===== src/kwm_pkg.sv =====
package kwm_pkg;

    typedef enum logic [0:0] {
        K_APPEND = 1'b0,
        K_TAKE   = 1'b1
    } kwm_kind_t;

    typedef enum logic [1:0] {
        ST_OK    = 2'd0,
        ST_FULL  = 2'd1,
        ST_EMPTY = 2'd2
    } kwm_status_t;

    typedef enum logic [2:0] {
        B_IDLE,
        B_APPEND,
        B_SCAN,
        B_POP,
        B_LOAD,
        B_RESP
    } kwm_state_t;

    localparam int SEL_WIDTH = 3;

    typedef struct packed {
        kwm_kind_t             kind;
        logic [SEL_WIDTH-1:0]  sel;
    } kwm_cmd_t;

endpackage


===== src/kwm_front.sv =====
module kwm_front #(
    parameter int KEY_WIDTH = 32
) (
    input  logic                           clk,
    input  logic                           rst_n,
    input  logic                           s_tvalid,
    output logic                           s_tready,
    input  logic [((KEY_WIDTH+7)/8)*8-1:0] s_tdata,
    input  logic [3:0]                     s_tuser,
    output logic                           cmd_valid,
    input  logic                           cmd_pop,
    output kwm_pkg::kwm_cmd_t              cmd,
    output logic [KEY_WIDTH-1:0]           cmd_key
);
    import kwm_pkg::*;

    kwm_cmd_t             q_cmd_reg [2];
    logic [KEY_WIDTH-1:0] q_key_reg [2];
    logic                 wr_ptr_reg;
    logic                 rd_ptr_reg;
    logic [1:0]           cnt_reg;
    logic                 push;
    kwm_cmd_t             in_cmd;

    assign s_tready  = (cnt_reg != 2'd2);
    assign push      = s_tvalid && s_tready;
    assign cmd_valid = (cnt_reg != 2'd0);
    assign cmd       = q_cmd_reg[rd_ptr_reg];
    assign cmd_key   = q_key_reg[rd_ptr_reg];

    always_comb
    begin
        in_cmd.kind = kwm_kind_t'(s_tuser[0]);
        in_cmd.sel  = s_tuser[3:1];
    end

    always_ff @(posedge clk or negedge rst_n)
    begin
        if (!rst_n)
        begin
            wr_ptr_reg <= 1'b0;
            rd_ptr_reg <= 1'b0;
            cnt_reg    <= 2'd0;
        end
        else
        begin
            if (push)
            begin
                wr_ptr_reg <= !wr_ptr_reg;
            end
            if (cmd_pop)
            begin
                rd_ptr_reg <= !rd_ptr_reg;
            end
            if (push && !cmd_pop)
            begin
                cnt_reg <= cnt_reg + 2'd1;
            end
            else if (!push && cmd_pop)
            begin
                cnt_reg <= cnt_reg - 2'd1;
            end
        end
    end

    always_ff @(posedge clk)
    begin
        if (push)
        begin
            q_cmd_reg[wr_ptr_reg] <= in_cmd;
            q_key_reg[wr_ptr_reg] <= s_tdata[KEY_WIDTH-1:0];
        end
    end

endmodule


===== config.mk =====
export PLATFORM = sky130hd
export DESIGN_NAME = kwm_front
export DESIGN_NICKNAME = d
export VERILOG_FILES = /design/src/kwm_pkg.sv /design/src/kwm_front.sv
export SDC_FILE = /design/constraint.sdc
export NUM_CORES = 1
export LEC_CHECK = 0
export BUFFER_PORTS_ARGS = -buffer_cell sky130_fd_sc_hd__buf_2
export CORE_MARGIN = 1.5
export CORE_UTILIZATION = 45
export CTS_BUF_LIST = sky130_fd_sc_hd__clkbuf_8
export DETAILED_ROUTE_END_ITERATION = 7
export GPL_TIMING_DRIVEN = 0
export PLACE_DENSITY_LB_ADDON = 0.05
export SLEW_MARGIN = 10
export SYNTH_ARGS = -nofsm -noshare
export SYNTH_HDL_FRONTEND = slang
export SYNTH_SLANG_ARGS = --single-unit

===== constraint.sdc =====
create_clock -name clk -period 4.75 [get_ports clk]
set_input_delay 0.7125 -clock clk [delete_from_list [all_inputs] [get_ports clk]]
set_output_delay 0.7125 -clock clk [all_outputs]
set_load 0.005 [all_outputs]

==> qor.yml, run 1 <==
synth_area_um2: 2942
p_leak_nw: 1.498
drt_iter0_markers: 59
wire_per_inst_um: 14.78
insertion_delay_ps: 340
n_antenna_cell: 0
drt_wl_total_um: 4433
ys_seq_elements: 76
ys_warn_count: 0
cts_made_buffers: 9
place_congestion: 0.7499
core_um2: 6350
grtUsageTotal_pct: 13.66
ys_types: 15
root_buffer: "clkbuf_8"
tritoncts: "done"
arrival_ps: 1440
post-cts-setup-buffers: 0
whs_ps: 165.0
ios: 78
max_cap_violations: 0
dieHeight_um: 83.85
drc_errors: 0
drtPass1Iterations: 4
grt_antenna_before_repair: 0
die_width_um: 83.85
rsz0062_at_grt: "false"
finalSetupTns_ps: 0
netlist_instances: 130
timing.final.hold_violations: 0
fmax_mhz: 463.7
worstPathCellList: "buf_6 > buf_12 > mux2_4 > buf_2"
grt_pass1_vias: 1544
max_slew.worst_pin.slew_ps: 848.3
ys_seq_area_share_pct: 76.90
end_kind: "output pin"
portBuffers: 77
cts_resized: 0
irDropWorstVdd_mv: 0.4255
ant_nets: 0
row_count: 29
status: "complete, no violations"
setup_violations: 0
largest_register_ff_count: 64
slowest_delay_ps: 370
hold_class: "input port to asynchronous set/reset pin"
crit_required_ps: 4040
grt_pass1_wl_um: 7086
criticalPathCategory: "flip-flop to output pin"
start_util_pct: 46.33
maxSlewViolCount: 0
syn_to_final_growth_pct: 25.39
layout_commonest_cell: "buf_2"
r2r_start: "cnt_reg[0]"
clock_path_buffers: 2
syn_avg_cell_area_um2: 22.63
synth_fp_nets: 171
setup.worst_path.start_class: "flip-flop"
clock-sinks: 76
critPathMaxFanout: 10
grt_max_degree: 37
via_count: 1404
final_cell_mix: "buf_2 (77), edfxtp_1 (72), mux2_4 (29)"
fin_crit_ps: 2157
grt-ovfl-total: 0
max_slew_margin_pct: 43.45
clk_pin_slew_ps: 70
dp_hpwl_um: 3088
skew_ps: 8.745
final_nets: 260
drive_gt1_share_pct: 60.09
htreeDepth: 3
viasPerCell: 4.680
post-route-period-util_pct: 45.40
cp-startpoint: "rd_ptr_reg"
dieArea_um2: 7031
holdBufCountCts: 0
slowest_stage: "dfrtp_1"
power_density_nw_per_um2: 606.8
power by group:
group	switching, mW	internal, mW	leakage, nW
Sequential	0.0470	0.919	0.715
Combinational	0.304	0.414	0.669
Clock	0.212	0.342	0.114
cell usage after synthesis (all sizes together):
cell type | count | area share [%]
or2 | 1 | 0.21
and3 | 1 | 0.21
ha | 1 | 0.43
inv | 2 | 0.26
xnor2 | 2 | 0.60
dfrtp | 4 | 3.4
nand2b | 1 | 0.21
nor2 | 2 | 0.26
nand2 | 1 | 0.13
xor2 | 3 | 0.89
edfxtp | 72 | 74
mux2 | 36 | 17
buf | 4 | 2.4
metrics by stage:
step	utilization [%]	cells	setup slack [ps]	area, um^2	total power, mW
after global routing	58.09	300	2531	3689	2.356
after global placement	53.91	284	1213	3423	1.674
after floorplan	-	130	1999	2942	1.461
after CTS	58.09	300	2565	3689	2.277
after detailed placement	54.48	285	2784	3460	1.721
final	58.09	300	2593	3689	2.238
final timing paths:
kind,endpoint,cells past startpoint,slack [ps]
worst max-delay path,cmd_key[24],4,2590
max in group asynchronous,rd_ptr_reg,1,4470
worst min register to register,cnt_reg[1],1,510
worst min-delay path,cnt_reg[1],1,160
min in group clk,cnt_reg[1],1,510
worst max register to register,q_key_reg[1][17],2,3030
layout make-up:
cell class	count	area, um^2
fill	489	2661
inverter	2	7.507
clock inverter	6	105.1
sequential	76	2262
buffer	4	71.32
clock buffer	9	123.9
timing repair buffer	78	412.9
tap	77	96.34
multi-input combinational	48	609.3
logic make-up (layout without fill, tap and decap cells):
logic type	Yosys count	in the layout	synth area share, %
buf+inv	6	99	2.680
flops	76	76	76.90
mux	36	36	17.48
xor+xnor	5	5	1.489
fa+ha+maj	1	1	0.4253
simple gates	6	6	1.021
routing by layer:
metal | share of wire [%] | wire length, um | track usage [%]
met5 | 0 | 0 | 0
met4 | 2.1 | 95 | 8.495
met3 | 5.9 | 263 | 3.956
met2 | 55 | 2437 | 23.53
met1 | 37 | 1635 | 14.75
worst max-delay path: cells and delay by family, from the launching register on:
kind                   cells  cell delay, ps
buffers and inverters      3             450
DFF                        1             370
muxes                      1             300
Note: power is estimated with default switching activity, not from simulation.
==> inputs of run 2 (changes only) <==
==> constraint.sdc (replaced) <==
create_clock -name clk -period 1.9 [get_ports clk]
set_input_delay 0.285 -clock clk [delete_from_list [all_inputs] [get_ports clk]]
set_output_delay 0.285 -clock clk [all_outputs]
set_load 0.005 [all_outputs]
==> run 2 against run 1 <==
Sequential share of layout area is 0.33 points lower. Register-to-register slack worse by 2900 ps. Wire length is 2.1% higher. Cell area is 0.54% higher. Power grew to 2.6 times the previous value. Critical path type is now flip-flop to flip-flop. Highest routed layer unchanged.
==> qor.yml, run 2 (same netlist as run 1, synthesis figures left out) <==
hold_path_depth: 1
dp_hpwl_um: 3004
fin_crit_ps: 1731
whs_ps: 141.8
dieHeight_um: 83.85
timing.final.hold_violations: 0
wire_per_inst_um: 14.99
grt_pass1_vias: 1526
setup.worst_path.start_class: "flip-flop"
grtUsageTotal_pct: 13.84
start_util_pct: 46.33
power_mw: 5.713
drive_gt1_share_pct: 59.56
ios: 78
reg2regPathDepth: 2
cts_made_buffers: 9
htreeDepth: 3
p_comb_share_pct: 30.9
drt_iter0_markers: 49
grt_max_degree: 37
row_count: 29
place_congestion: 0.7428
r2r-end: "q_key_reg[1][13]"
portBuffers: 77
drt_wl_total_um: 4528
largest_register_ff_count: 64
clock_path_buffers: 2
criticalPathCategory: "flip-flop to flip-flop"
power_density_nw_per_um2: 1541
fin_cells: 302
drc_errors: 0
grt_pass1_wl_um: 7217
max_slew.worst_pin.slew_ps: 852.1
whs_endpoint: "q_key_reg[1][4]"
ant_nets: 0
p_leak_nw: 1.512
viasPerCell: 4.762
core_um2: 6350
sequentialPowerShare_pct: 42.6
tritoncts: "done"
grt-ovfl-total: 0
swShare_pct: 24.82
root_buffer: "clkbuf_8"
crit_required_ps: 1850
slowest_delay_ps: 770
n_antenna_cell: 0
slowest_stage: "and3_2"
fillCellCount: 506
p_int_mw: 4.295
seqCellArea_um2: 2262
rsz0062_at_grt: "false"
clk_pin_slew_ps: 70
p_switching_mw: 1.418
skew_ps: 6.184
max_cap_violations: 0
insertion_delay_ps: 330
syn_to_final_growth_pct: 26.07
r2r_start: "cnt_reg[0]"
end_kind: "flip-flop"
drtPass1Iterations: 4
pwr-share-clk_pct: 26.5
critPathMaxFanout: 36
max_slew_margin_pct: 43.20
multiInputGateArea_um2: 620.6
clock-sinks: 76
irDropWorstVdd_mv: 0.9583
postLayoutCoreUtil_pct: 58.40
final_cell_mix: "buf_2 (77), edfxtp_1 (72), mux2_4 (29)"
finalSetupTns_ps: 0
die_width_um: 83.85
grt_antenna_before_repair: 0
dieArea_um2: 7031
fmax_mhz: 577.7
r2r_slack_ps: 170
arrival_ps: 1680
layout_commonest_cell: "buf_2"
post-route-period-util_pct: 91.10
maxSlewViolCount: 0
hold_class: "input port to flip-flop"
worstPathCellList: "nand2b_1 > and3_2"
status: "complete, no violations"
via_count: 1438
setup_violations: 0
final_nets: 261
dp_cells: 284
min_from: "s_tdata[4]"
==> run 2: final cells by class <==
cell class              count  area share, %
inverters                   2         0.2024
plain buffers               4          1.923
clock buffers               9          3.340
well taps                  77          2.598
multi-input cells          49          16.73
repair buffers             78          10.66
clock inverters             7          3.543
flip-flops and latches     76          61.00
==> run 2: what timing repair did <==
action / in CTS / in global routing
gates resized for setup: 1 / 0
hold buffers: 1 / 0
setup buffers: 0 / 0
endpoints found under the setup margin: 36 / 0
endpoints found under the hold margin: 4 / 0
==> run 2: per-stage QoR <==
stage	instance area, um^2	setup WS [ps]
after CTS	3709	137.2
after global placement	3431	-364.7
final	3709	169.1
after floorplan	2949	22.06
after global routing	3709	68.28
after detailed placement	3432	-49.24
==> run 2: power groups by stage <==
stage | logic, mW | clock network [mW] | registers, mW
5_1_grt | 1.92 | 1.61 | 2.47
2_1_floorplan | 1.23 | 0 | 2.42
6_report | 1.77 | 1.52 | 2.43
3_3_place_gp | 1.75 | 0 | 2.44
3_5_place_dp | 1.79 | 0 | 2.46
4_1_cts | 1.82 | 1.55 | 2.44
==> run 2: worst max-delay path by stage <==
| stage | endpoint | start | slack [ps] | cells after the start |
|---|---|---|---|---|
| 2_1_floorplan | q_cmd_reg[1][0] | cnt_reg[0] | 20 | 2 |
| 3_3_place_gp | q_key_reg[1][10] | cnt_reg[0] | -360 | 2 |
| 3_5_place_dp | q_key_reg[0][14] | cnt_reg[0] | -50 | 3 |
| 4_1_cts | cmd_key[23] | rd_ptr_reg | 140 | 4 |
| 5_1_grt | q_key_reg[1][13] | cnt_reg[0] | 70 | 2 |
| 6_report | q_key_reg[1][13] | cnt_reg[0] | 170 | 2 |
==> run 2: critical path: cells and delay by family (launching register included) <==
family           cells  cell delay, ps
and+or+nand+nor      2             940
DFF                  1             400
==> run 2: routing by layer <==
layer / vias to the layer above / wire [um] / track usage (%)
met5: - / 0 / 0
met4: 0 / 65 / 7.601
met3: 7 / 264 / 4.055
met2: 55 / 2447 / 24.19
met1: 695 / 1750 / 15.05
li1: 681 / - / -
